==> src/rtl/snbin_pkg.sv <==
// Shared constants, types and codes of the adaptive binarizer.
package snbin_pkg;

  // Largest supported image and window.
  localparam int unsigned MAX_WIDTH       = 2048;
  localparam int unsigned MAX_HEIGHT      = 2048;
  localparam int unsigned MAX_HALF_WINDOW = 15;

  // Widths that follow from the limits.
  localparam int unsigned W_W       = $clog2(MAX_WIDTH + 1);
  localparam int unsigned H_W       = $clog2(MAX_HEIGHT + 1);
  localparam int unsigned HW_W      = $clog2(MAX_HALF_WINDOW + 1);
  localparam int unsigned COL_W     = $clog2(MAX_WIDTH);
  localparam int unsigned ROW_W     = $clog2(MAX_HEIGHT);
  localparam int unsigned RING_ROWS = 3 * MAX_HALF_WINDOW + 1;
  localparam int unsigned RING_W    = $clog2(RING_ROWS);
  localparam int unsigned ADDR_W    = RING_W + COL_W;
  localparam int unsigned POS_W     = W_W + H_W + 1;
  localparam int unsigned SIDE_W    = $clog2(2 * MAX_HALF_WINDOW + 2);
  localparam int unsigned CNT_W     = 2 * SIDE_W;
  localparam int unsigned SUM_W     = 8 + CNT_W;
  localparam int unsigned SQ_W      = 16 + CNT_W;
  localparam int unsigned NUM_W     = CNT_W + SQ_W;
  localparam int unsigned DVD_W     = NUM_W + 16;
  localparam int unsigned DVS_W     = 2 * CNT_W;
  localparam int unsigned VAR_W     = 32;
  localparam int unsigned ROOT_W    = VAR_W / 2;
  localparam int unsigned BIT_W     = $clog2(ROOT_W);

  // Fixed widths of the register port.
  localparam int unsigned CFG_IDX_W  = 3;
  localparam int unsigned CFG_DATA_W = 16;

  // Register indexes.
  typedef enum logic [CFG_IDX_W-1:0] {
    CFG_IMAGE_WIDTH    = 3'd0,
    CFG_IMAGE_HEIGHT   = 3'd1,
    CFG_HALF_WINDOW    = 3'd2,
    CFG_THRESHOLD_MODE = 3'd3,
    CFG_GAIN_K         = 3'd4,
    CFG_DYNAMIC_RANGE  = 3'd5
  } cfg_idx_e;

  // Threshold formulas.
  typedef enum logic {
    MODE_SAUVOLA = 1'b0,
    MODE_NIBLACK = 1'b1
  } mode_e;

  // Input request kinds.
  typedef enum logic {
    REQ_PIXEL = 1'b0,
    REQ_FLUSH = 1'b1
  } req_kind_e;

  // Input beat.
  typedef struct packed {
    logic       req_type;
    logic [7:0] gray_level;
  } req_t;

  // Result beat.
  typedef struct packed {
    logic out_bit;
    logic frame_last;
  } res_t;

  // Effective configuration after clamping.
  typedef struct packed {
    logic [W_W-1:0]    w;
    logic [H_W-1:0]    hgt;
    logic [HW_W-1:0]   h;
    mode_e             mode;
    logic signed [15:0] k;
    logic [9:0]        rr;
  } cfg_t;

  // One window job handed from front to back.
  typedef struct packed {
    logic [COL_W-1:0]  col;
    logic [ROW_W-1:0]  row;
    logic [RING_W-1:0] ring;
    logic              last;
  } job_t;

  // Pixel write into the row store.
  typedef struct packed {
    logic              en;
    logic [RING_W-1:0] ring;
    logic [COL_W-1:0]  col;
    logic [7:0]        data;
  } wr_t;

  // Back-end sequencer states.
  typedef enum logic [3:0] {
    B_IDLE,
    B_INIT,
    B_SUM,
    B_DRAIN,
    B_MEAN_GO,
    B_MEAN_WAIT,
    B_VAR_MUL,
    B_VAR_GO,
    B_VAR_WAIT,
    B_SQRT,
    B_THR_MUL,
    B_THR_SUM,
    B_CMP_MUL,
    B_PUSH
  } back_state_e;

endpackage

==> src/rtl/snbin_jobq.sv <==
// Two-entry queue of window jobs between the front and the back.
module snbin_jobq import snbin_pkg::*; (
  input  logic clk_i,
  input  logic rst_ni,
  input  logic push_i,
  input  job_t job_i,
  input  logic pop_i,
  output job_t job_o,
  output logic full_o,
  output logic empty_o
);

  job_t       slot_q [2];
  logic       wr_q, wr_d, rd_q, rd_d;
  logic [1:0] cnt_q, cnt_d;

  // Pointer and fill bookkeeping.
  always_comb begin
    wr_d  = wr_q;
    rd_d  = rd_q;
    cnt_d = cnt_q;
    if (push_i) begin
      wr_d = ~wr_q;
    end
    if (pop_i) begin
      rd_d = ~rd_q;
    end
    cnt_d = cnt_q + 2'(push_i) - 2'(pop_i);
  end

  always_ff @(posedge clk_i or negedge rst_ni) begin
    if (!rst_ni) begin
      wr_q  <= 1'b0;
      rd_q  <= 1'b0;
      cnt_q <= 2'd0;
    end else begin
      wr_q  <= wr_d;
      rd_q  <= rd_d;
      cnt_q <= cnt_d;
    end
  end

  // Storage slots.
  always_ff @(posedge clk_i) begin
    if (push_i) begin
      slot_q[wr_q] <= job_i;
    end
  end

  assign job_o   = slot_q[rd_q];
  assign full_o  = cnt_q == 2'd2;
  assign empty_o = cnt_q == 2'd0;

endmodule

==> config.mk <==
export PLATFORM = sky130hd
export DESIGN_NAME = snbin_jobq
export DESIGN_NICKNAME = d
export VERILOG_FILES = /design/src/rtl/snbin_pkg.sv /design/src/rtl/snbin_jobq.sv
export SDC_FILE = /design/constraint.sdc
export NUM_CORES = 1
export LEC_CHECK = 0
export BUFFER_PORTS_ARGS = -buffer_cell sky130_fd_sc_hd__buf_2
export CORE_MARGIN = 1
export CORE_UTILIZATION = 46
export DETAILED_ROUTE_END_ITERATION = 8
export PLACE_DENSITY_LB_ADDON = 0.05
export SYNTH_ARGS = -nofsm -noshare
export SYNTH_HDL_FRONTEND = slang
export SYNTH_SLANG_ARGS = --single-unit
==> constraint.sdc <==
create_clock -name clk_i -period 2 [get_ports clk_i]
set_clock_uncertainty 0.05 [all_clocks]
set_input_delay 0.3 -clock clk_i [delete_from_list [all_inputs] [get_ports clk_i]]
set_output_delay 0.3 -clock clk_i [all_outputs]
set_load 0.005 [all_outputs]
* Word-level counts from Yosys, hierarchy flattened
Memory sizes are Yosys's and may differ from the RTL's. Cells that the tools add are included.
Storage, ports and cells: register bits after elaboration 4, RAM bits 58, input port bits 33, output and inout port bits 31, word-level logic and storage cells 12, memories kept 1
Memories:
- slot_q | words 2, bits a word 29, read ports 1, clocked after memory_dff 0, wr ports 1, RTL line snbin_jobq.sv:13 | job_t slot_q [2];
Operators by class: $add $sub $neg 2, eq/ne operators 1, muxes and demuxes 2, bitwise logic cells 2, reductions and logical operators 1
Operators with widths (number):
- 2-bit by 1-bit adder with 2-bit output | 1
- 2-bit == test, second input constant | 1
- 2-bit logical NOT | 1
- 1-bit 2-to-1 mux | 2
- 1-bit inverter | 2
- 2-bit by 1-bit subtractor with 2-bit output | 1

* Depth between registers and ports, before layout
depth in word-level cells 2, mapped depth 5, mapped depth without buffers 5

* Worst setup path before layout
OpenSTA, ideal clock, no wires.
path kind flip-flop to flip-flop, start point register wr_q, end point memory slot_q[0][0] (netlist bit) (enable), library setup time 0.418 ns, data arrival time 1.710 ns, data required time 1.532 ns, path slack -0.178 ns, cell stages (with the launch flop) 2, clock period less this slack 2.178 ns, cells stage by stage dfrtp_1 nor2b_1
RTL lines:
- from (decl) | RTL line snbin_jobq.sv:14 | logic wr_q, wr_d, rd_q, rd_d;
- from (signal assigned) | RTL line snbin_jobq.sv:37 | wr_q <= wr_d;
- to (decl) | RTL line snbin_jobq.sv:13
No word-level cell before the write port.

==> results.sh <==
export IMPL_outcome="complete, no violations"
export IMPL_min_delay_path_class="input port to register"
export IMPL_grt_max_degree=17
export IMPL_min_period_ns=1.78
export IMPL_final_nets=218
export IMPL_avgSynthCellArea_um2=22.9
export IMPL_fin_area_um2=3020
export IMPL_core_area_um2=4880
export IMPL_setup_viol=0
export IMPL_die_area_um2=5530
export IMPL_antenna_cells=0
export IMPL_slew_violations=0
export IMPL_antenna_found_initial=0
export IMPL_synth_seq_cells=62
export IMPL_end_kind="primary output"
export IMPL_p_sw_share_pct=25.8
export IMPL_maxCapViolCount=0
export IMPL_drive_gt1_share_pct=59.0
export IMPL_max_slew_margin_rel_pct=80.1
export IMPL_grt_pass1_wl_um=5420
export IMPL_area_growth_pct=25.3
export IMPL_p_int_mw=3.02
export IMPL_clockPowerShare_pct=24.4
export IMPL_cts_resized=0
export IMPL_worst_endpoint_required_ns=1.65
export IMPL_ys_seq_area_share_pct=76.5
export IMPL_synth_nets=140
export IMPL_die_h_um=74.3
export IMPL_tightest_slew_ns=0.299
export IMPL_clkSinkCount=62
export IMPL_leakagePower_nw=1.26
export IMPL_synth_cells=105
export IMPL_gp_congestion=0.611
export IMPL_num_vias=1181
export IMPL_syn_area_um2=2410
export IMPL_via_per_inst=4.63
export IMPL_rows=25
export IMPL_io_pins=64
export IMPL_initial_core_util_pct=49.3
export IMPL_grt_overflow=0
export IMPL_rsz0062_at_grt="no"
export IMPL_crit_path_start_kind="register"
export IMPL_fillers=392
export IMPL_drt_iter0_drc=71
export IMPL_io_buffers=63
export IMPL_dp_cells=238
export IMPL_max_freq_ghz=0.562
export IMPL_place_area_um2=2830
export IMPL_power_frac_comb_pct=30.9
export IMPL_power_mw=4.07
export IMPL_firstDrtPassIters=4
export IMPL_setup_worst_path_class="register to primary output"
export IMPL_arrival_ns=1.43
export IMPL_p_sw_mw=1.05
export IMPL_clk_pin_slew_worst_paths_ns=0.07
export IMPL_ctsLongestPathBuffers=2
export IMPL_drc_errors=0
export IMPL_fin_cells=255
export IMPL_power_density_nw_per_um2=1350
export IMPL_tns_ns=0
export IMPL_dieWidth_um=74.3
export IMPL_cts_tree="built"
export IMPL_root_buffer="clkbuf_8"
export IMPL_hold_viol_final=0
export IMPL_clk_insertion_delay_late_ns=0.32
export IMPL_wl_per_cell_um=14.2
export IMPL_ant_nets=0
export IMPL_ir_drop_mv=0.660
export IMPL_cp_max_fo=16
export IMPL_period_share_pct=89.0
export IMPL_cts_buffers_inserted=9
export IMPL_yosysWarnings=0
export IMPL_hpwl_um=2530
export IMPL_routed_wl_um=3620
export IMPL_synth_distinct_cells=11
export IMPL_sequentialPowerShare_pct=44.7
export IMPL_first_global_vias=1205
export IMPL_h_tree_depth=3
export IMPL_track_usage_pct=14.6
-- per-stage QoR --
| stage | util (%) | hold slack, ns | setup WS, ns |
|---|---|---|---|
| 3_5_place_dp | 57.9 | 0.0675 | 0.550 |
| 5_1_grt | 61.8 | 0.0850 | 0.154 |
| 2_1_floorplan | - | -0.0456 | 0.366 |
| 3_3_place_gp | 57.9 | 0.0624 | 0.564 |
| 4_1_cts | 61.8 | 0.0917 | 0.194 |
| 6_report | 61.8 | 0.106 | 0.219 |
-- layout by cell type, fill, tap and decap left out, drive strengths merged --
master       instances
nor2b                2
dfrtp                4
clkbuf              10
xor3                 1
mux2                29
inv                  2
bufinv               1
ha                   2
xor2                 2
and2                 1
buf                 69
nor2                 1
edfxtp              58
clkinvlp             1
clkinv               4
dlygate4sd3          1
-- Yosys cell counts --
cell type	n	area, um^2
inv_1	2	7.51
dfrtp_1	4	100
xor3_1	1	23.8
mux2_4	29	435
buf_6	3	33.8
edfxtp_1	58	1740
and2_1	1	6.26
xor2_1	2	17.5
nor2b_1	2	12.5
nor2_1	1	3.75
ha_1	2	25.0
-- critical path, cell delays in order, from the launching register on --
cell	delay, ns
dfrtp_2	0.35
buf_4	0.29
mux2_4	0.33
buf_2	0.13
-- registers in the layout, indices dropped and copies added (netlist names) --
register / count
cnt_q: 2
rd_q: 1
slot_q: 58
wr_q: 1
-- kinds of logic (layout without fill, tap and decap cells) --
family        after synthesis  after routing  share of synthesized area (%)
mux                        29             29                           18.1
simple gates                4              4                          0.935
flops                      62             62                           76.5
fa+ha+maj                   2              2                           1.04
xor+xnor                    3              3                           1.72
buf+inv                     5             88                           1.72
-- worst paths after layout --
path,start,to,slack [ns],cells past startpoint
setup / recovery,rd_q,job_o[28],0.22,3
hold / removal,job_i[12],slot_q[0][12],0.11,1
setup reg to reg,cnt_q[0],cnt_q[1],0.73,5
hold reg to reg,wr_q,wr_q,0.48,1
max in group asynchronous,rst_ni,rd_q,1.50,2
min in group asynchronous,rst_ni,cnt_q[1],0.26,2
-- cell type report --
type	count	area [um^2]	area share (%)
clock buffer	10	128	4.23
tap	67	83.8	2.78
sequential	62	1840	61.1
multi-input combinational	38	532	17.6
inverter	2	7.51	0.249
clock inverter	6	52.6	1.74
timing repair buffer	70	370	12.3
-- routing by layer --
layer	up-vias	GRT usage, %	wire length [um]
met3	11	4.88	212
met4	0	10.1	89
met5	-	0	0
li1	565	-	-
met2	43	24.4	1910
met1	562	15.7	1410
-- power by group through the flow --
stage / clock (mW) / sequential, mW / combinational, mW
finish: 0.995 / 1.82 / 1.26
CTS: 1.02 / 1.82 / 1.29
detailed placement: 0 / 1.85 / 1.29
floorplan: 0 / 1.83 / 0.876
global placement: 0 / 1.83 / 1.26
global route: 1.07 / 1.85 / 1.38
-- timing repair --
action                                 4_1_cts  5_1_grt
setup buffers                                0        0
hold buffers                                 1        0
endpoints found under the hold margin        4        0
No activity file was read; power rests on OpenSTA's default activity.
