File: src/rtl/snbin_pkg.sv
// Shared constants, types and codes of the adaptive binarizer.
package snbin_pkg;

  // Largest supported image and window.
  localparam int unsigned MAX_WIDTH       = 2048;
  localparam int unsigned MAX_HEIGHT      = 2048;
  localparam int unsigned MAX_HALF_WINDOW = 15;

  // Widths that follow from the limits.
  localparam int unsigned W_W       = $clog2(MAX_WIDTH + 1);
  localparam int unsigned H_W       = $clog2(MAX_HEIGHT + 1);
  localparam int unsigned HW_W      = $clog2(MAX_HALF_WINDOW + 1);
  localparam int unsigned COL_W     = $clog2(MAX_WIDTH);
  localparam int unsigned ROW_W     = $clog2(MAX_HEIGHT);
  localparam int unsigned RING_ROWS = 3 * MAX_HALF_WINDOW + 1;
  localparam int unsigned RING_W    = $clog2(RING_ROWS);
  localparam int unsigned ADDR_W    = RING_W + COL_W;
  localparam int unsigned POS_W     = W_W + H_W + 1;
  localparam int unsigned SIDE_W    = $clog2(2 * MAX_HALF_WINDOW + 2);
  localparam int unsigned CNT_W     = 2 * SIDE_W;
  localparam int unsigned SUM_W     = 8 + CNT_W;
  localparam int unsigned SQ_W      = 16 + CNT_W;
  localparam int unsigned NUM_W     = CNT_W + SQ_W;
  localparam int unsigned DVD_W     = NUM_W + 16;
  localparam int unsigned DVS_W     = 2 * CNT_W;
  localparam int unsigned VAR_W     = 32;
  localparam int unsigned ROOT_W    = VAR_W / 2;
  localparam int unsigned BIT_W     = $clog2(ROOT_W);

  // Fixed widths of the register port.
  localparam int unsigned CFG_IDX_W  = 3;
  localparam int unsigned CFG_DATA_W = 16;

  // Register indexes.
  typedef enum logic [CFG_IDX_W-1:0] {
    CFG_IMAGE_WIDTH    = 3'd0,
    CFG_IMAGE_HEIGHT   = 3'd1,
    CFG_HALF_WINDOW    = 3'd2,
    CFG_THRESHOLD_MODE = 3'd3,
    CFG_GAIN_K         = 3'd4,
    CFG_DYNAMIC_RANGE  = 3'd5
  } cfg_idx_e;

  // Threshold formulas.
  typedef enum logic {
    MODE_SAUVOLA = 1'b0,
    MODE_NIBLACK = 1'b1
  } mode_e;

  // Input request kinds.
  typedef enum logic {
    REQ_PIXEL = 1'b0,
    REQ_FLUSH = 1'b1
  } req_kind_e;

  // Input beat.
  typedef struct packed {
    logic       req_type;
    logic [7:0] gray_level;
  } req_t;

  // Result beat.
  typedef struct packed {
    logic out_bit;
    logic frame_last;
  } res_t;

  // Effective configuration after clamping.
  typedef struct packed {
    logic [W_W-1:0]    w;
    logic [H_W-1:0]    hgt;
    logic [HW_W-1:0]   h;
    mode_e             mode;
    logic signed [15:0] k;
    logic [9:0]        rr;
  } cfg_t;

  // One window job handed from front to back.
  typedef struct packed {
    logic [COL_W-1:0]  col;
    logic [ROW_W-1:0]  row;
    logic [RING_W-1:0] ring;
    logic              last;
  } job_t;

  // Pixel write into the row store.
  typedef struct packed {
    logic              en;
    logic [RING_W-1:0] ring;
    logic [COL_W-1:0]  col;
    logic [7:0]        data;
  } wr_t;

  // Back-end sequencer states.
  typedef enum logic [3:0] {
    B_IDLE,
    B_INIT,
    B_SUM,
    B_DRAIN,
    B_MEAN_GO,
    B_MEAN_WAIT,
    B_VAR_MUL,
    B_VAR_GO,
    B_VAR_WAIT,
    B_SQRT,
    B_THR_MUL,
    B_THR_SUM,
    B_CMP_MUL,
    B_PUSH
  } back_state_e;

endpackage

File: src/rtl/snbin_front.sv
// Front end: tracks raster positions, writes pixels and issues window jobs.
module snbin_front import snbin_pkg::*; (
  input  logic clk_i,
  input  logic rst_ni,
  input  cfg_t cfg_i,
  input  logic push_i,
  input  req_t in_i,
  output logic full_o,
  input  logic jobq_full_i,
  input  logic jobq_empty_i,
  input  logic back_busy_i,
  output logic job_push_o,
  output job_t job_o,
  output wr_t  wr_o
);

  logic [POS_W-1:0]  in_pos_q, in_pos_d, out_pos_q, out_pos_d;
  logic [COL_W-1:0]  in_col_q, in_col_d, out_col_q, out_col_d;
  logic [RING_W-1:0] in_ring_q, in_ring_d, out_ring_q, out_ring_d;
  logic [ROW_W-1:0]  out_row_q, out_row_d;

  logic [POS_W-1:0]  n_pix, delay, in_e, out_e, in_next;
  logic [COL_W-1:0]  in_col_e, out_col_e, last_col;
  logic [RING_W-1:0] in_ring_e, out_ring_e;
  logic [ROW_W-1:0]  out_row_e;
  logic              clr, fresh, accept, pix_phase, counts;

  // Frame size and output lag from the live configuration.
  always_comb begin
    n_pix    = POS_W'(cfg_i.w) * POS_W'(cfg_i.hgt);
    delay    = POS_W'(cfg_i.h) * POS_W'(cfg_i.w) + POS_W'(cfg_i.h);
    last_col = COL_W'(cfg_i.w - W_W'(1));
  end

  // Positions as seen by the next beat; a finished frame restarts.
  always_comb begin
    clr        = out_pos_q >= n_pix;
    in_e       = clr ? '0 : in_pos_q;
    out_e      = clr ? '0 : out_pos_q;
    in_col_e   = clr ? '0 : in_col_q;
    out_col_e  = clr ? '0 : out_col_q;
    in_ring_e  = clr ? '0 : in_ring_q;
    out_ring_e = clr ? '0 : out_ring_q;
    out_row_e  = clr ? '0 : out_row_q;
  end

  // A new frame waits until the old tail has left the row store.
  always_comb begin
    fresh     = in_e == '0;
    full_o    = jobq_full_i | (fresh & (back_busy_i | ~jobq_empty_i));
    accept    = push_i & ~full_o;
    pix_phase = in_e < n_pix;
    counts    = ~(pix_phase & (in_i.req_type == REQ_FLUSH));
    in_next   = in_e + POS_W'(1);
  end

  // Store write and job issue.
  always_comb begin
    wr_o.en    = accept & pix_phase & (in_i.req_type == REQ_PIXEL);
    wr_o.ring  = in_ring_e;
    wr_o.col   = in_col_e;
    wr_o.data  = in_i.gray_level;
    job_push_o = accept & counts & (in_next > out_e + delay);
    job_o.col  = out_col_e;
    job_o.row  = out_row_e;
    job_o.ring = out_ring_e;
    job_o.last = out_e == n_pix - POS_W'(1);
  end

  // Position updates on each accepted beat.
  always_comb begin
    in_pos_d   = in_pos_q;
    out_pos_d  = out_pos_q;
    in_col_d   = in_col_q;
    in_ring_d  = in_ring_q;
    out_col_d  = out_col_q;
    out_row_d  = out_row_q;
    out_ring_d = out_ring_q;
    if (accept) begin
      in_pos_d   = counts ? in_next : in_e;
      out_pos_d  = out_e;
      in_col_d   = in_col_e;
      in_ring_d  = in_ring_e;
      out_col_d  = out_col_e;
      out_row_d  = out_row_e;
      out_ring_d = out_ring_e;
      if (wr_o.en) begin
        if (in_col_e == last_col) begin
          in_col_d  = '0;
          in_ring_d = (in_ring_e == RING_W'(RING_ROWS - 1)) ? '0 : in_ring_e + RING_W'(1);
        end else begin
          in_col_d = in_col_e + COL_W'(1);
        end
      end
      if (job_push_o) begin
        out_pos_d = out_e + POS_W'(1);
        if (out_col_e == last_col) begin
          out_col_d  = '0;
          out_row_d  = out_row_e + ROW_W'(1);
          out_ring_d = (out_ring_e == RING_W'(RING_ROWS - 1)) ? '0 : out_ring_e + RING_W'(1);
        end else begin
          out_col_d = out_col_e + COL_W'(1);
        end
        if (out_e + POS_W'(1) >= n_pix) begin
          in_pos_d   = '0;
          out_pos_d  = '0;
          in_col_d   = '0;
          in_ring_d  = '0;
          out_col_d  = '0;
          out_row_d  = '0;
          out_ring_d = '0;
        end
      end
    end
  end

  always_ff @(posedge clk_i or negedge rst_ni) begin
    if (!rst_ni) begin
      in_pos_q   <= '0;
      out_pos_q  <= '0;
      in_col_q   <= '0;
      in_ring_q  <= '0;
      out_col_q  <= '0;
      out_row_q  <= '0;
      out_ring_q <= '0;
    end else begin
      in_pos_q   <= in_pos_d;
      out_pos_q  <= out_pos_d;
      in_col_q   <= in_col_d;
      in_ring_q  <= in_ring_d;
      out_col_q  <= out_col_d;
      out_row_q  <= out_row_d;
      out_ring_q <= out_ring_d;
    end
  end

`ifndef NO_ASSERTIONS
  // A job is never offered to a full queue.
  a_job_room: assert property (@(posedge clk_i) disable iff (!rst_ni)
    job_push_o |-> !jobq_full_i) else $error("job pushed into full queue");

  // Pixel writes stay inside the configured row.
  a_wr_col: assert property (@(posedge clk_i) disable iff (!rst_ni)
    wr_o.en |-> (W_W'(wr_o.col) < cfg_i.w)) else $error("pixel write beyond row");
`endif

endmodule

File: config.mk
export PLATFORM = sky130hd
export DESIGN_NAME = snbin_front
export DESIGN_NICKNAME = d
export VERILOG_FILES = /design/src/rtl/snbin_pkg.sv /design/src/rtl/snbin_front.sv
export SDC_FILE = /design/constraint.sdc
export NUM_CORES = 1
export LEC_CHECK = 0
export BUFFER_PORTS_ARGS = -buffer_cell sky130_fd_sc_hd__buf_2
export CAP_MARGIN = 20
export CORE_UTILIZATION = 50
export DETAILED_ROUTE_END_ITERATION = 8
export PLACE_DENSITY = 0.68
export SYNTH_ARGS = -nofsm -noshare
export SYNTH_HDL_FRONTEND = slang
export SYNTH_SLANG_ARGS = --single-unit
export TNS_END_PERCENT = 1
File: constraint.sdc
create_clock -name clk_i -period 45.4 [get_ports clk_i]
set_clock_uncertainty 0.15 [all_clocks]
set_input_delay 6.81 -clock clk_i [delete_from_list [all_inputs] [get_ports clk_i]]
set_output_delay 6.81 -clock clk_i [all_outputs]
set_load 0.1 [all_outputs]
# Word level (Yosys, flattened, before mapping)
# Index checks and enable logic that the tools add are counted.
[classes]
eq_ne = 5
bitwise_logic = 13
mux = 31
n_addsub = 11
magnitude_cmp = 4
mul = 2
n_reduce_logical = 1
[ops]
columns = ["operator", "count"]
rows = [
  ["$mux 25", 7],
  ["$mux 11", 13],
  ["$mux 6", 11],
  ["$add 25x1->25 const B", 2],
  ["$ge 25x24->1", 2],
  ["$add 11x1->11 const B", 3],
  ["$add 25x17->25", 1],
  ["$eq 25x25->1", 1],
  ["$gt 25x25->1", 1],
  ["$logic_not 25->1", 1],
  ["$lt 25x24->1", 1],
  ["$sub 24x1->25 const B", 1],
  ["$mul 12x12->24", 1],
  ["$eq 11x11->1", 2],
  ["$add 16x4->17", 1],
  ["$mul 4x12->16", 1],
  ["$add 6x1->6 const B", 2],
  ["$eq 6x6->1 const B", 2],
  ["$sub 11x1->11 const B", 1],
  ["$and 1x1->1", 7],
  ["$not 1->1", 4],
  ["$or 1x1->1", 2],
]
[word_totals]
out_inout_bits = 57
input_bits = 70
ff_bits = 95

# Depth between registers and ports, before layout
# Gate-level depths: netlist (run 1).
[depth]
ltp_word = 13
mapped_depth = 67
depth_no_buf = 60

# Least setup slack after synthesis (run 1)
# No wires, ideal clock.
[synth_timing]
path_type = "in2out"
startpoint = "in cfg_i[43] (netlist bit)"
endpoint = "out job_push_o"
cell_stages = 62
path_buffers = 10
required_ns = 38.440
setup_slack_ns = 18.301
arrival_time_ns = 20.139
cell_sequence = "clkbuf_1 clkbuf_1 clkbuf_1 nand2_1 fa_1 fa_1 inv_1 fa_1 fa_1 inv_1 fa_1 inv_1 ha_1 o21ai_0 a221o_1 a31oi_1 nor2_1 o21ai_0 [26 not listed] a21o_1 a31oi_1 nand4_1 nand3_1 o21bai_1 mux2_2 ha_1 nand4_1 or2_2 nor2_1 inv_1 a311oi_1 o22ai_1 nor2_1 nand3_1 inv_2 buf_2 buf_2"
[synth_via]
elab_chain_len = 10
[synth_rtl]
columns = ["item", "line", "rtl"]
rows = [
  ["start, declared", "snbin_front.sv:5", "input cfg_t cfg_i,"],
  ["branches (longest 9 deep; another with $ge 25x24->1)", "-", ""],
  ["$and 1x1->1 *", "snbin_front.sv:63", "job_push_o = accept & counts & (in_next > out_e + delay);"],
  ["end, declared", "snbin_front.sv:12", "output logic job_push_o,"],
]
# Mark *: on every way between the ends.

# Final worst setup path (run 1)
# Same ends and word-level chain as after synthesis.

==> metrics.yaml, run 1 <==
worstMarginPinSlew_ns: 1.030
critPathLaunch: "cfg_i[43]"
io_pins: 127
timing.critical_path.required_ns: 38.44
clock_tree.root_cell: "sky130_fd_sc_hd__clkbuf_16"
fp.dieH_um: 191.8
fin_crit_sh: 0.6247
slowest_delay_ns: 0.68
detail_route.vias_per_cell: 6.291
critical_path.slowest_cell: "sky130_fd_sc_hd__buf_4"
worst-endpoint-arrival_ns: 21.40
finalCriticalPeriod_ns: 28.36
worstSetupStartpointType: "input pin"
final_cell_count_no_fill: 2730
avgSynthCellArea_um2: 7.885
synth_simple_gate_area_frac: 0.2445
avgRoutedWirePerCell_um: 19.95
clkLatencyLatePin_ns: 0.36
criticalPathCategory: "input pin to primary output"
cts_hold_buf: 0
grt_start_max_net_pins: 79
syn_to_final_growth_pct: 5.106
netlist_instances: 2284
ff2ff_path_depth: 42
synth_edf_count: 0
drtIter0Drc: 1338
synth_top_family_by_area: "adder cells"
slew_headroom: 0.3133
cts_buffer_depth: 2
antenna_found_initial: 2
synth-async-reset-ratio: 1.000
crit-reg2reg-capture: "in_ring_q[0]"
post_synthesis_xor_xnor_area_fraction: 0.06544
placed_cells_incl_taps: 2712
final_hold_viol_count: 0
synth_top_flop_cell: "sky130_fd_sc_hd__dfrtp_1"
mappedNetlistArea_um2: 18010
detail_route.first_pass.iterations: 6
post_cts_resized: 0
synth_area_leaders: "sky130_fd_sc_hd__fa_1, sky130_fd_sc_hd__ha_1, sky130_fd_sc_hd__dfrtp_1"
synth_compound_area_frac: 0.1743
hold_ws_ns: 0.3537
yosysUniqueCellTypes: 102
synth.top_cell.area_share: 0.1523
cts_tree: "built"
max_clock_freq_mhz: 35.26
vias: 17175
tritoncts.num_buffers: 9
powerDensity_nw_per_um2: 71.27
globalRouteTotalUtil: 0.3053
layout_cells_sized_above_1: 0.07760
grt_pass1_vias: 17267
synth.yosys.warnings: 0
routabilityCongestion: 0.9716
synth.area.mux_share: 0.008545
area_taken_by_flip_flops_and_latches_um2: 2377
starting_utilization_of_the_core_area: 0.5076
multi_input_area_um2: 14140
htree_num_levels: 3
fillerInstances: 3367
place.port_buffers: 83
yosysSeqAreaShare: 0.1320
clock-sinks: 95
num_rows: 69
vdd_ir_drop_max_v: 0.00008675
worst_setup_path_endpoint: "job_push_o"
critPathMaxFanout: 67
rsz_0062_raised_after_global_routing: "no"
clk_pin_slew_ns: 0.07
number_of_nets_in_the_synthesized_netlist: 2690
yosys.area_share.adder: 0.2905
slew_viol_final: 0
number_of_nets_with_antenna_violations_after_detailed_routing: 0
ys_ff_latch: 95
timing.critical_path.mode_cell: "sky130_fd_sc_hd__fa_1"
route.detailed.drc: 0
first_pass_grt_wire_length_um: 88970
die_w_um: 191.8
rrSetupSlack_ns: 34.08
setup_crit_end_kind: "primary output"
hold_path.class: "register to register"
finalSetupViolations: 0
number_of_nets_in_the_layout: 2669
cellLeakagePower_nw: 9.241
run_status: "completed"
globalRouteOverflowTotal: 0
synth_most_common_cell: "sky130_fd_sc_hd__nand2_1"
setup_tns_ns: 0
cell_type_contributing_the_most_total_cell_area_after_synthesis: "sky130_fd_sc_hd__fa_1"
synth_top_cells_by_count: "sky130_fd_sc_hd__nand2_1, sky130_fd_sc_hd__inv_1, sky130_fd_sc_hd__ha_1"
placeable_core_region_um2: 35480
die-area_um2: 36780
crit-reg2reg-launch: "out_pos_q[0]"
timing.max_cap.violations: 0
post-cts-setup-buffers: 0
hpwlAfterDp_um: 41020
total_routed_length_um: 54450
worst min path at each step:
| stage | from | endpoint | slack (ns) | cells past startpoint |
|---|---|---|---|---|
| after floorplan | out_row_q[10] | out_row_q[10] | 0.30 | 1 |
| after global placement | out_ring_q[5] | out_ring_q[5] | 0.32 | 1 |
| after detailed placement | out_row_q[10] | out_row_q[10] | 0.33 | 1 |
| after CTS | out_ring_q[5] | out_ring_q[5] | 0.35 | 1 |
| after global routing | in_ring_q[3] | in_ring_q[3] | 0.38 | 2 |
| final | out_ring_q[5] | out_ring_q[5] | 0.35 | 1 |
state kept, by name (all words and copies together) (netlist names):
signal / count
in_pos_q: 25
out_pos_q: 25
in_col_q: 11
out_col_q: 11
out_row_q: 11
in_ring_q: 6
out_ring_q: 6
critical path, delay by kind of cell:
family,cells,cell delay (ns)
adder cells (fa/ha/maj),13,5.43
AO/OA/AOI/OAI,18,3.92
AND/OR/NAND/NOR,13,2.08
multiplexers,1,0.39
buffers and inverters,10,2.21
XOR/XNOR,1,0.46
layout make-up:
class / count / area share
multi-input combinational: 1801 / 0.7471
clock inverter: 6 / 0.003305
timing repair buffer: 104 / 0.03080
sequential: 95 / 0.1256
inverter: 252 / 0.04997
antenna: 1 / 0.0001322
clock buffer: 10 / 0.01262
tap: 461 / 0.03047
power breakdown:
group	leakage, nW	switching (W)	total [W]	internal (W)
combinational	7.80	0.000757	0.00116	0.000399
sequential	1.29	0.0000174	0.000112	0.0000942
clock	0.148	0.0000411	0.0000814	0.0000403
placed cells by master (no fill, tap or decap), types with 9 or more instances in the layout:
cell type,netlist,routed
sky130_fd_sc_hd__nand2_1,272,271
sky130_fd_sc_hd__inv_1,251,251
sky130_fd_sc_hd__ha_1,199,199
sky130_fd_sc_hd__nor2_1,140,138
sky130_fd_sc_hd__fa_1,137,137
sky130_fd_sc_hd__dfrtp_1,95,95
sky130_fd_sc_hd__a21oi_1,88,88
sky130_fd_sc_hd__nand3_1,88,88
sky130_fd_sc_hd__o21ai_0,84,84
sky130_fd_sc_hd__buf_2,16,82
sky130_fd_sc_hd__and2_1,81,81
sky130_fd_sc_hd__xnor2_1,81,81
sky130_fd_sc_hd__and3_1,79,79
sky130_fd_sc_hd__xor2_1,51,51
sky130_fd_sc_hd__nor3_1,44,44
sky130_fd_sc_hd__nand4_1,42,42
sky130_fd_sc_hd__a21o_1,31,31
sky130_fd_sc_hd__a31oi_1,26,26
sky130_fd_sc_hd__a22o_1,25,25
sky130_fd_sc_hd__buf_4,11,21
sky130_fd_sc_hd__o211ai_1,20,20
sky130_fd_sc_hd__nor4_1,19,19
sky130_fd_sc_hd__o31ai_1,19,19
sky130_fd_sc_hd__a211oi_1,16,16
sky130_fd_sc_hd__nor2b_1,16,16
sky130_fd_sc_hd__or3_1,15,15
sky130_fd_sc_hd__o21a_1,13,13
sky130_fd_sc_hd__mux2i_1,12,12
sky130_fd_sc_hd__a22oi_1,11,11
sky130_fd_sc_hd__a211o_1,10,10
sky130_fd_sc_hd__or2_2,9,9
sky130_fd_sc_hd__clkbuf_16,0,9
per-layer routing:
layer  wire length (um)  GRT usage  share of wire
met1              22820     0.3957           0.42
met3               4146    0.03380          0.076
met4               2218     0.1355          0.041
met2              25260     0.5111           0.46
met5                  0          0              0
cell families after synthesis:
family / count (synthesis)
fa+ha+maj: 336
buf+inv: 388
simple gates: 868
xor+xnor: 133
flops: 95
mux: 15
compound gates: 449
metrics by stage:
| stage | util | area [um2] | power, W | setup slack, ns |
|---|---|---|---|---|
| 3_3_place_gp | 0.5245 | 18610 | 0.001219 | 17.47 |
| 2_1_floorplan | - | 18010 | 0.0009439 | 18.30 |
| 5_1_grt | 0.5334 | 18930 | 0.001478 | 16.08 |
| 4_1_cts | 0.5330 | 18910 | 0.001336 | 17.18 |
| 6_report | 0.5335 | 18930 | 0.001349 | 17.04 |
| 3_5_place_dp | 0.5245 | 18610 | 0.001249 | 17.23 |
No activity file was read; power rests on OpenSTA's default activity.
==> run 2, diff against run 1 <==
- clock period: 45.4 -> 29 ns (I/O delays scaled with it)
==> run 2 against run 1 <==
  * Non-clock buffer count unchanged
  * Utilization barely moved
  * Clock power rose by 47%
  * Routed wire length hardly changed
  * Global-route usage decreased by 0.17 points
  * Sequential cell count unchanged
  * Critical endpoint unchanged
==> metrics.yaml, run 2 (synthesis results as in run 1) <==
setup_tns_ns: 0  # unchanged
num_rows: 69  # unchanged
min_path_cells: 1  # unchanged
die_w_um: 191.8  # unchanged
antenna_found_initial: 1  # -1
finalCriticalPeriod_ns: 23.81
layout.core_utilization: 0.5330  # about the same
cts_hold_buf: 0  # unchanged
vdd_ir_drop_max_v: 0.0001352  # +56%
detail_route.first_pass.iterations: 6  # unchanged
cts_tree: "built"
worstSetupStartpointType: "input pin"
hp-start: "out_row_q[10]"
place_worst_setup_slack_ns: 5.464  # -11.77 ns
route.detailed.drc: 0  # unchanged
placeable_core_region_um2: 35480  # unchanged
total_routed_length_um: 54470  # about the same
rrSetupSlack_ns: 17.35  # -16.73 ns
placed_cells_incl_taps: 2712  # unchanged
clock_tree.root_cell: "sky130_fd_sc_hd__clkbuf_16"
rsz_0062_raised_after_global_routing: "no"
grt_pass1_vias: 16983  # -1.6%
cellLeakagePower_nw: 9.229  # -0.13%
final_cell_count_no_fill: 2730  # unchanged
criticalPathCategory: "input pin to primary output"
routabilityCongestion: 0.9670  # -0.47%
slowest_delay_ns: 0.62  # -0.06 ns
globalRouteOverflowTotal: 0  # unchanged
number_of_nets_with_antenna_violations_after_detailed_routing: 0  # unchanged
fin_crit_sh: 0.8210
crit-reg2reg-capture: "in_ring_q[0]"
grt_start_max_net_pins: 79  # unchanged
slew_headroom: 0.3781  # +0.06474
number_of_nets_in_the_layout: 2669  # unchanged
htree_num_levels: 3  # unchanged
layout_cells_sized_above_1: 0.07716  # -0.0004409
vias: 17094  # -0.47%
ff2ff_path_depth: 43  # +2.4%
timing.critical_path.max_delay_family: "adder cells"
slew_viol_final: 0  # unchanged
io_pins: 127  # unchanged
globalRouteTotalUtil: 0.3037  # -0.001690
timing.max_cap.violations: 0  # unchanged
crit_buf_inv: 11  # +1
drtIter0Drc: 1396  # +4.3%
starting_utilization_of_the_core_area: 0.5076  # unchanged
die-area_um2: 36780  # unchanged
clock-sinks: 95  # unchanged
tritoncts.num_buffers: 9  # unchanged
worstMarginPinSlew_ns: 0.9279  # -0.1022 ns
layout_commonest_cell: "sky130_fd_sc_hd__nand2_1"
max_clock_freq_mhz: 42.00
worst-endpoint-arrival_ns: 19.31  # -2.09 ns
fp.dieH_um: 191.8  # unchanged
final.setup.worst_slack_ns: 5.191  # -11.85 ns
place.port_buffers: 83  # unchanged
detail_route.vias_per_cell: 6.262  # -0.47%
crit-reg2reg-launch: "out_pos_q[0]"
hold_path.class: "register to register"
post_cts_resized: 0  # unchanged
timing.critical_path.required_ns: 24.50  # -13.94 ns
clkLatencyLatePin_ns: 0.36  # about the same
worst_hold_path.endpoint: "out_row_q[10]"
clk_pin_slew_ns: 0.08  # about the same
post-cts-setup-buffers: 0  # unchanged
critical_path.slowest_cell: "sky130_fd_sc_hd__buf_4"
syn_to_final_growth_pct: 5.009  # about the same
hpwlAfterDp_um: 41390  # +0.89%
avgRoutedWirePerCell_um: 19.95  # about the same
final_hold_viol_count: 0  # unchanged
powerDensity_nw_per_um2: 112.1  # +57%
cts_buffer_depth: 2  # unchanged
largest_registers: "in_pos_q (25), out_pos_q (25)"
critPathMaxFanout: 49  # -27%
timing.critical_path.mode_cell: "sky130_fd_sc_hd__fa_1"
run_status: "completed"
finalSetupViolations: 0  # unchanged
mostFrequentLayoutCells: "sky130_fd_sc_hd__nand2_1, sky130_fd_sc_hd__inv_1, sky130_fd_sc_hd__ha_1"
setup_crit_end_kind: "primary output"
first_pass_grt_wire_length_um: 88430  # -0.60%
[run 2: per-layer routing]
metal / global-route usage / share of wire / vias to the layer above
li1: - / - / 7866
met5: 0 / 0.00015 / -
met3: 0.03727 / 0.069 / 141
met4: 0.1120 / 0.034 / 2
met1: 0.3984 / 0.42 / 8336
met2: 0.5099 / 0.47 / 749
[run 2: worst max-delay path by stage]
stage	from	end	slack [ns]	depth (start not counted)
finish	cfg_i[43]	job_push_o	5.19	57
global route	cfg_i[43]	job_push_o	4.36	57
CTS	cfg_i[43]	job_push_o	5.38	57
detailed placement	cfg_i[43]	job_push_o	5.46	57
global placement	cfg_i[43]	job_push_o	5.63	57
floorplan	cfg_i[43]	job_push_o	6.82	62
[run 2: final cells by class]
type,count,area (um2)
diodes,1,2.502
clock buffers,10,229.0
clock inverters,6,55.05
fillers,3372,16570
inverters,252,945.9
multi-input cells,1801,14140
flip-flops and latches,95,2377
well taps,461,576.8
repair buffers,104,583.1
[run 2: report_power, final]
part	leakage, nW	total, W	internal, W	switching (W)
Sequential	1.29	0.000176	0.000147	0.0000285
Clock	0.136	0.000120	0.0000598	0.0000607
Combinational	7.80	0.00182	0.000629	0.00119
Total	9.23	0.00212	0.000837	0.00128
[run 2: stage by stage]
step                      cell area, um2  hold WS (ns)  total power, W
after global placement             18610        0.3225        0.001917
after detailed placement           18610        0.3340        0.001964
final                              18910        0.3477        0.002119
after CTS                          18890        0.3476        0.002094
after global routing               18910        0.3662        0.002314
after floorplan                    18010        0.3016        0.001478
==> run 3, diff against run 2 <==
- PLACE_DENSITY: 0.68 -> 0.71
- clock period: 29 -> 20.8 ns (I/O delays scaled with it)
==> run 3 against run 2 <==
  * Clock power increased by 46%
  * Setup slack got worse by 4.4 ns
  * Critical path depth decreased by 2
  * Critical endpoint unchanged
  * Register-to-register slack got worse by 7.5 ns
  * Worst hold slack improved by 0.0064 ns
  * Largest cell class unchanged
  * Cell count increased by 0.33%
  * Clock-buffer cell count decreased by 1
  * Sequential cell count unchanged
  * Die area unchanged
  * Total power increased by 42%
==> metrics.yaml, run 3 (synthesis results as in run 1) <==
detail_route.vias_per_cell: 6.280  # +0.30%
fin_crit_sh: 0.9631
die-area_um2: 36780  # unchanged
critPathMaxFanout: 20  # -59%
clock_tree.root_cell: "sky130_fd_sc_hd__clkbuf_16"
cts_tree: "built"
rsz_0062_raised_after_global_routing: "no"
timing.critical_path.mode_cell: "sky130_fd_sc_hd__fa_1"
globalRouteTotalUtil: 0.3056  # +0.001908
number_of_nets_in_the_layout: 2678  # +0.34%
detail_route.first_pass.iterations: 8  # +2
die_w_um: 191.8  # unchanged
setup_crit_end_kind: "primary output"
clk_pin_slew_ns: 0.08  # about the same
grt_start_max_net_pins: 70  # -11%
antenna_found_initial: 1  # unchanged
area_taken_by_flip_flops_and_latches_um2: 2377  # unchanged
vias: 17202  # +0.63%
hpwlAfterDp_um: 41460  # +0.17%
io_pins: 127  # unchanged
starting_utilization_of_the_core_area: 0.5076  # unchanged
report.power.total_w: 0.003012  # +42%
slew_viol_final: 0  # unchanged
cts_hold_buf: 0  # unchanged
vdd_ir_drop_max_v: 0.0001919  # +42%
number_of_nets_with_antenna_violations_after_detailed_routing: 0  # unchanged
drtIter0Drc: 1348  # -3.4%
route.detailed.drc: 0  # unchanged
hold_ws_ns: 0.3540  # +0.006351 ns
layout_cells_sized_above_1: 0.08213  # +0.004965
num_rows: 69  # unchanged
cts_buffer_depth: 2  # unchanged
worstMarginPinSlew_ns: 0.9101  # -0.01776 ns
largest_registers: "in_pos_q (25), out_pos_q (25)"
clkLatencyLatePin_ns: 0.37  # about the same
mostFrequentLayoutCells: "sky130_fd_sc_hd__nand2_1, sky130_fd_sc_hd__inv_1, sky130_fd_sc_hd__ha_1"
critical_path.slowest_cell: "sky130_fd_sc_hd__fa_1"
powerDensity_nw_per_um2: 158.4  # +41%
cellLeakagePower_nw: 9.282  # +0.58%
final_hold_viol_count: 0  # unchanged
final.setup.worst_slack_ns: 0.7676  # -4.424 ns
fp.dieH_um: 191.8  # unchanged
avgRoutedWirePerCell_um: 19.87  # -0.44%
slew_headroom: 0.3900  # +0.01191
fillerInstances: 3297  # -2.2%
timing.critical_path.required_ns: 17.53  # -6.97 ns
tritoncts.num_buffers: 9  # unchanged
setup_tns_ns: 0  # unchanged
layout_commonest_cell: "sky130_fd_sc_hd__nand2_1"
syn_to_final_growth_pct: 5.599
timing.max_cap.violations: 0  # unchanged
worst-endpoint-arrival_ns: 16.76  # -2.55 ns
finalSetupViolations: 0  # unchanged
run_status: "completed"
globalRouteOverflowTotal: 0  # unchanged
hold_path.class: "register to register"
grt_pass1_vias: 16982  # -0.0059%
finalCriticalPeriod_ns: 20.03
htree_num_levels: 3  # unchanged
routabilityCongestion: 0.9691  # +0.22%
place.port_buffers: 83  # unchanged
criticalPathCategory: "input pin to primary output"
total_routed_length_um: 54410  # -0.11%
first_pass_grt_wire_length_um: 89070  # +0.72%
layout.core_utilization: 0.5360  # +0.002997
clock-sinks: 95  # unchanged
worstSetupStartpointType: "input pin"
placeable_core_region_um2: 35480  # unchanged
slowest_delay_ns: 0.55  # -0.07 ns
max_clock_freq_mhz: 49.92
multi_input_area_um2: 14150  # about the same
place_worst_setup_slack_ns: 0.8758  # -4.588 ns
run 3: cell count changes in the layout (fill, tap and decap cells not counted), sizes merged:
cell,before,now
clkbuf,10,9
inv,254,256
clkinv,3,2
buf,104,113
run 3: timing repair:
| action | 4_1_cts | 5_1_grt |
|---|---|---|
| endpoints found under the setup margin | 0 | 1 |
| hold endpoints to repair | 0 | 0 |
| resized for setup | 0 | 1 |
| setup buffers | 0 | 0 |
run 3: layout make-up:
cell class,instances,share of cell area
sequential,95,0.1250
antenna,1,0.0001316
timing repair buffer,113,0.03500
inverter,252,0.04974
clock inverter,7,0.003816
clock buffer,9,0.01184
multi-input combinational,1801,0.7441
tap,461,0.03033
run 3: power breakdown:
group / switching (W) / internal (W) / leakage (nW)
clock: 0.0000900 / 0.0000852 / 0.143
combinational: 0.00168 / 0.000914 / 7.85
sequential: 0.0000387 / 0.000206 / 1.29
run 3: metrics by stage:
stage | area [um2] | instances
floorplan | 18010 | 2284
finish | 19020 | 2739
global placement | 18700 | 2721
global route | 19020 | 2738
detailed placement | 18700 | 2721
CTS | 18990 | 2737
run 3: worst max-delay path, delay by kind of cell:
family	cells	cell delay, ns
AOI/OAI and AO/OA	18	4.36
xor gates and xnor gates	1	0.32
adders and majority gates	12	5.32
muxes	1	0.40
buffers and inverters	11	1.22
and+or+nand+nor	12	1.98
run 3: path summary, 6_finish.rpt:
check / start / endpoint / slack (ns) / depth (start not counted)
worst min register to register: out_row_q[10] / out_row_q[10] / 0.35 / 1
min in group asynchronous: rst_ni / out_row_q[8] / 2.58 / 1
max in group asynchronous: rst_ni / out_pos_q[8] / 16.70 / 2
worst max register to register: out_pos_q[0] / out_pos_q[20] / 9.89 / 40
worst max-delay path: cfg_i[47] / job_push_o / 0.77 / 55
worst min-delay path: out_row_q[10] / out_row_q[10] / 0.35 / 1
run 3: routing by layer:
metal,vias up,GRT usage,part of all wire
met2,832,0.5118,0.47
met3,137,0.04093,0.082
li1,7882,-,-
met1,8351,0.3977,0.41
met5,-,0,0
met4,0,0.1187,0.036
